[config.mk]
export PLATFORM = sky130hd
export DESIGN_NAME = scadpt_csr
export DESIGN_NICKNAME = d
export VERILOG_FILES = /design/src/rtl/scadpt_pkg.sv /design/src/rtl/scadpt_csr.sv
export SDC_FILE = /design/constraint.sdc
export NUM_CORES = 1
export LEC_CHECK = 0
export ABC_AREA = 1
export BUFFER_PORTS_ARGS = -buffer_cell sky130_fd_sc_hd__buf_2
export CAP_MARGIN = 25
export CELL_PAD_IN_SITES_DETAIL_PLACEMENT = 1
export CELL_PAD_IN_SITES_GLOBAL_PLACEMENT = 1
export CORE_UTILIZATION = 41
export CTS_CLUSTER_DIAMETER = 120
export DETAILED_ROUTE_END_ITERATION = 10
export GPL_TIMING_DRIVEN = 0
export MAX_ROUTING_LAYER = met4
export PLACE_DENSITY_LB_ADDON = 0.25
export SLEW_MARGIN = 25
export SYNTH_ARGS = -nofsm -noshare
export SYNTH_HDL_FRONTEND = slang
export SYNTH_SLANG_ARGS = --single-unit
[constraint.sdc]
create_clock -name clock -period 6.38 [get_ports clock]
set_input_delay 0 -clock clock [delete_from_list [all_inputs] [get_ports clock]]
set_output_delay 0 -clock clock [all_outputs]
set_load 0.01 [all_outputs]
[src/rtl/scadpt_pkg.sv]
package scadpt_pkg;

   // configuration register width and index decode
   localparam int REG_WIDTH       = 31;
   localparam int CSR_INDEX_WIDTH = 2;

   localparam logic [CSR_INDEX_WIDTH-1:0] CSR_LAMBDA    = 2'd0;
   localparam logic [CSR_INDEX_WIDTH-1:0] CSR_STEP      = 2'd1;
   localparam logic [CSR_INDEX_WIDTH-1:0] CSR_CONCAVITY = 2'd2;

   localparam logic [REG_WIDTH-1:0] LAMBDA_RESET    = 31'd65536;
   localparam logic [REG_WIDTH-1:0] STEP_RESET      = 31'd65536;
   localparam logic [REG_WIDTH-1:0] CONCAVITY_RESET = 31'd242483;

   // the scaled magnitude enters the middle-region product as a 64-bit word,
   // multiplied in two 32-bit halves
   localparam int AV_LOW_WIDTH = 64;
   localparam int PROD_SPLIT   = 32;
   localparam int NUM_WIDTH    = AV_LOW_WIDTH + REG_WIDTH;

   typedef enum logic [1:0] {
      RGN_SOFT,
      RGN_MID,
      RGN_PASS,
      RGN_BAD
   } region_type;

   // control that travels with each beat down the pipeline
   typedef struct packed {
      logic       valid;
      logic       neg;
      region_type region;
      logic       zero;
      logic       ovf;
   } ctl_type;

   // programmed registers plus values derived from them
   typedef struct packed {
      logic [REG_WIDTH-1:0] lambda;
      logic [REG_WIDTH-1:0] step;
      logic [REG_WIDTH-1:0] concavity;
      logic [REG_WIDTH-1:0] am1;
      logic [REG_WIDTH-1:0] den;
      logic                 inv;
   } cfg_type;

endpackage

[src/rtl/scadpt_csr.sv]
module scadpt_csr
   import scadpt_pkg::*;
#(
   parameter int FRAC_BITS = 16
) (
   input  logic                       clock,
   input  logic                       reset,
   input  logic                       csr_write_en,
   input  logic [CSR_INDEX_WIDTH-1:0] csr_index,
   input  logic [REG_WIDTH-1:0]       csr_data,
   output cfg_type                    cfg
);

   localparam int SUM_WIDTH = ((FRAC_BITS > REG_WIDTH) ? FRAC_BITS : REG_WIDTH) + 1;
   localparam logic [SUM_WIDTH-1:0] ONE = {{(SUM_WIDTH-1){1'b0}}, 1'b1} << FRAC_BITS;

   logic [REG_WIDTH-1:0] lambda_ff;
   logic [REG_WIDTH-1:0] step_ff;
   logic [REG_WIDTH-1:0] concavity_ff;
   logic [REG_WIDTH-1:0] am1_ff;
   logic [REG_WIDTH-1:0] den_ff;
   logic                 inv_ff;
   logic [REG_WIDTH-1:0] am1_in;
   logic [REG_WIDTH-1:0] den_in;
   logic                 inv_in;
   logic [SUM_WIDTH-1:0] sum_one_step;

   // decode register writes; unknown indexes are dropped
   always_ff @(posedge clock) begin
      if (reset) begin
         lambda_ff    <= LAMBDA_RESET;
         step_ff      <= STEP_RESET;
         concavity_ff <= CONCAVITY_RESET;
      end else if (csr_write_en) begin
         unique case (csr_index)
            CSR_LAMBDA:    lambda_ff    <= csr_data;
            CSR_STEP:      step_ff      <= csr_data;
            CSR_CONCAVITY: concavity_ff <= csr_data;
            default: ;
         endcase
      end
   end

   // derive a-1, a-1-t and the step check; used from the second stage on
   always_comb begin
      sum_one_step = ONE + SUM_WIDTH'(step_ff);
      inv_in       = sum_one_step >= SUM_WIDTH'(concavity_ff);
      am1_in       = REG_WIDTH'(SUM_WIDTH'(concavity_ff) - ONE);
      den_in       = REG_WIDTH'(SUM_WIDTH'(concavity_ff) - sum_one_step);
   end

   always_ff @(posedge clock) begin
      am1_ff <= am1_in;
      den_ff <= den_in;
      inv_ff <= inv_in;
   end

   assign cfg.lambda    = lambda_ff;
   assign cfg.step      = step_ff;
   assign cfg.concavity = concavity_ff;
   assign cfg.am1       = am1_ff;
   assign cfg.den       = den_ff;
   assign cfg.inv       = inv_ff;

endmodule

==> out/metrics.sh <==
GRT_ANTENNA_BEFORE_REPAIR=1
FINAL_ANTENNA_NET_COUNT=0
SYN-INSTANCE-COUNT=1165
POWER.DENSITY_CELL_AREA_mW_PER_MM2=269
ENDPOINT_OF_THE_LOWEST_SLACK_REGISTER_TO_REGISTER_PATH='den_ff[28]$_DFF_P_'
VDD.IR_DROP.WORST_uV=194
CRIT_SLOWEST_CELL='sky130_fd_sc_hd__dfxtp_1'
DRT_PASS1_ITERATIONS=5
REG2REG_SETUP_SLACK_NS=3.62
DETAIL_ROUTE.WIRELENGTH_MM=28.7
CLK_ROOT_BUFFER_CELL='sky130_fd_sc_hd__clkbuf_16'
CTS_TREE='done'
POWER.INTERNAL_W=0.00187
COUNT_OF_WARNINGS_EMITTED_BY_YOSYS=0
DRC_ERRORS=0
CRITICAL_PATH_CLASS='reg -> reg'
FINALCLOCKSKEW_NS=0.0133
CLKLATENCYLATEPIN_NS=0.45
FINAL-SEQ-AREA_SQ_MM=0.00312
WORSTREGTOREGCELLS=14
MOSTFREQUENTLAYOUTCELLS='275 x sky130_fd_sc_hd__nand2_1, 197 x sky130_fd_sc_hd__inv_1, 197 x sky130_fd_sc_hd__buf_2'
FINAL_LAYOUT_SIZE_SUFFIX_GT1_SHARE_PCT=19.1
IOPINCOUNT=192
FIRST_GLOBAL_VIAS=8354
FLOORPLAN.DIE.HEIGHT_UM=143
POST_SYNTH_NUM_CELL_TYPES=29
TIMING.CRITICAL_PATH.REQUIRED_NS=6.72
CRIT_PATH_START_KIND='flip-flop'
PORT_BUFFER_COUNT=191
CP.ARRIVAL_NS=3.10
FIN_NETS=1508
HOLD_CLASS='in -> reg'
FIRST_PASS_GRT_WIRE_LENGTH_MM=44.7
FINALHOLDWORSTSLACK_NS=0.0195
GRT_USAGE_PCT=29.9
CORE_REGION_AREA_SQ_MM=0.0195
STATUS='finished clean'
DP_HPWL_MM=21.9
CRITPATHMAXSTAGEDELAY_NS=0.47
SYNTH.AVG_CELL_AREA_SQ_UM=7.01
LAYOUT_COMMONEST_CELL='sky130_fd_sc_hd__nand2_1'
TIMING.CRITICAL_PATH.CELLS='inv_2, nor3_4, nand4_1, xor2_1, inv_1, ha_1, a21oi_1, nor2_1, nor2_1, nand2_1, a21oi_1, nand2_1, nand2_1, nand2_1'
HOLD_PATH_DEPTH=4
MAXIMUM_FANOUT_ALONG_THE_WORST_PATH=6
POWER_FRAC_CLOCK_PCT=37.1
SLEW_WORST_PIN_NS=0.637
CLK_PIN_SLEW_WORST_PATHS_NS=0.07
TIMING.CRITICAL_PATH.FROM='step_ff[21]$_SDFFE_PP0P_'
SLEW_HEADROOM_PCT=57.5
WIRE_PER_INST_UM=17.0
FMAX_MHz=363
POWER_SWITCHING_SHARE_PCT=32.9
INITIAL_CORE_UTILIZATION_PCT=41.8
POST-ROUTE-PERIOD-UTIL_PCT=43.2
DIE_AREA_SQ_MM=0.0205
TOTAL_OF_FLIP_FLOPS_PLUS_LATCHES_AFTER_SYNTHESIS=156
MIN-DELAY-START='csr_write_en'
GLOBALPLACE.CONGESTION=0.865
P_LEAK_nW=5.74
DETAILROUTE.VIA_COUNT=8274
DRT_VIA_DENSITY=4.90
P_SWITCHING_W=0.000916
POWER_W=0.00279
CTS.PATH.MAX_BUFFERS=2
PERIOD_NEEDED_NS=2.76
POST_CTS_HOLD_BUFFER_COUNT=33
FIRST_ITER_VIOLATIONS=498
SETUP.WORST_PATH.END_CLASS='flip-flop'
SYNTH_SEQ_AREA_SHARE_PCT=38.2
COMB_POWER_SHARE_PCT=22.9
NUMCLOCKSINKS=156
FINALHOLDVIOLATIONS=0
GRT.OVERFLOW.TOTAL=0
CTS.HTREE.LEVELS=4
DIE_W_UM=143
MAXCAPVIOLATIONS=0
POST-CTS-SETUP-BUFFER-COUNT=0
SYN-CELL-AREA_SQ_MM=0.00817
ENDPOINT_OF_THE_WORST_HOLD_PATH='step_ff[16]$_SDFFE_PP1P_'
NFILLCELLS=2623
WORSTREG2REGSTART='step_ff[21]$_SDFFE_PP0P_'
GATES_RESIZED_CTS_REPAIR=0
FLOW.AREA_GROWTH_FROM_SYNTHESIS_PCT=27.0
GRT_MAX_DEGREE=17
TIMING_MAX_TRANSITION_VIOLATIONS_FINAL=0
TIMING.FINAL.SETUP_VIOLATIONS=0
FOOTPRINT_OF_THE_MULTI_INPUT_GATES_SQ_MM=0.00405
SEQ_POWER_SHARE_PCT=40.0
CRIT_PATH_FREQUENT_CELL='sky130_fd_sc_hd__nand2_1'
RSZ0062_AT_GRT='false'
FIN_TNS_SETUP_NS=0
SYNTH_FP_NETS=1265
CORE.ROWCOUNT=51
CTS-BUFFERS-INSERTED=17
==> metrics by stage <==
step	std cells	setup slack, ns	util, %	cell area [sq um]
after global routing	1687	3.35	53.1	10400
final	1687	3.62	53.1	10400
after detailed placement	1621	3.66	48.4	9460
after floorplan	1165	4.11	-	8170
after CTS	1686	3.65	53.1	10400
after global placement	1621	3.72	48.4	9460
==> synth_stat cells <==
cell type	n	area (sq um)
sky130_fd_sc_hd__a21o_1	2	15.0
sky130_fd_sc_hd__a21oi_1	75	375
sky130_fd_sc_hd__buf_2	6	30.0
sky130_fd_sc_hd__buf_4	17	128
sky130_fd_sc_hd__clkbuf_1	19	71.3
sky130_fd_sc_hd__clkbuf_2	2	10.0
sky130_fd_sc_hd__dfxtp_1	156	3120
sky130_fd_sc_hd__fa_1	1	20.0
sky130_fd_sc_hd__ha_1	63	788
sky130_fd_sc_hd__inv_1	197	739
sky130_fd_sc_hd__inv_2	5	18.8
sky130_fd_sc_hd__nand2_1	275	1030
sky130_fd_sc_hd__nand2_2	5	31.3
sky130_fd_sc_hd__nand3_1	40	200
sky130_fd_sc_hd__nand3_2	3	30.0
sky130_fd_sc_hd__nand4_1	11	68.8
sky130_fd_sc_hd__nor2_1	133	499
sky130_fd_sc_hd__nor2_2	5	31.3
sky130_fd_sc_hd__nor2_4	1	11.3
sky130_fd_sc_hd__nor3_1	10	50.1
sky130_fd_sc_hd__nor3_2	2	20.0
sky130_fd_sc_hd__nor3_4	2	32.5
sky130_fd_sc_hd__o211ai_1	12	90.1
sky130_fd_sc_hd__o21a_1	1	7.51
sky130_fd_sc_hd__o21ai_0	80	400
sky130_fd_sc_hd__o21ai_1	5	25.0
sky130_fd_sc_hd__o21bai_1	2	15.0
sky130_fd_sc_hd__xnor2_1	1	8.76
sky130_fd_sc_hd__xor2_1	34	298
==> per-layer routing <==
metal | part of all wire [%] | GRT usage, % | vias up
li1 | - | - | 4077
met1 | 46 | 37.3 | 3940
met2 | 47 | 48.1 | 213
met3 | 4.6 | 5.53 | 44
met4 | 2.3 | 10.9 | 0
met5 | 0 | - | -
==> power by group through the flow <==
stage / clock network, W / registers, W / logic (W)
finish: 0.00103 / 0.00111 / 0.000639
global route: 0.00109 / 0.00113 / 0.000713
CTS: 0.00105 / 0.00112 / 0.000635
detailed placement: 0 / 0.00114 / 0.000612
global placement: 0 / 0.00113 / 0.000597
floorplan: 0 / 0.00118 / 0.000330
==> cell families (layout without fill, tap and decap cells) <==
family / count (synthesis) / in the layout / synth area share [%]
and+or+nand+nor: 487 / 487 / 24.6
other: 0 / 1 / 0
xor gates and xnor gates: 35 / 35 / 3.75
buffers and inverters: 246 / 502 / 12.2
adders and majority gates: 64 / 64 / 9.89
AOI/OAI and AO/OA: 177 / 177 / 11.4
DFF: 156 / 156 / 38.2
==> state kept, by name, summed over array words and instances, names as in the netlist <==
signal / count
inv_ff: 1
concavity_ff: 31
lambda_ff: 31
am1_ff: 31
step_ff: 31
den_ff: 31
==> how the worst max path moves through the flow <==
stage	to	slack [ns]
after floorplan	den_ff[30]$_DFF_P_	4.11
after global placement	den_ff[27]$_DFF_P_	3.72
after detailed placement	den_ff[27]$_DFF_P_	3.66
after CTS	den_ff[27]$_DFF_P_	3.65
after global routing	den_ff[27]$_DFF_P_	3.35
final	den_ff[28]$_DFF_P_	3.62
==> worst max-delay path, delay by kind of cell (launching register included) <==
| kind | cells | cell delay (ns) |
|---|---|---|
| AOI/OAI and AO/OA | 2 | 0.51 |
| xor gates and xnor gates | 1 | 0.31 |
| adders and majority gates | 1 | 0.39 |
| buffers and inverters | 2 | 0.18 |
| DFF | 1 | 0.47 |
| and+or+nand+nor | 8 | 0.81 |
==> cell type report <==
type	count	area share, %
Inverter	202	7.31
Buffer	44	2.30
Clock inverter	13	1.24
Clock buffer	19	4.37
Antenna cell	1	0.0241
Sequential cell	156	30.1
Timing Repair Buffer	224	12.4
Tap cell	265	3.20
Multi-Input combinational cell	763	39.0
Power figures use the tool's default switching activity.
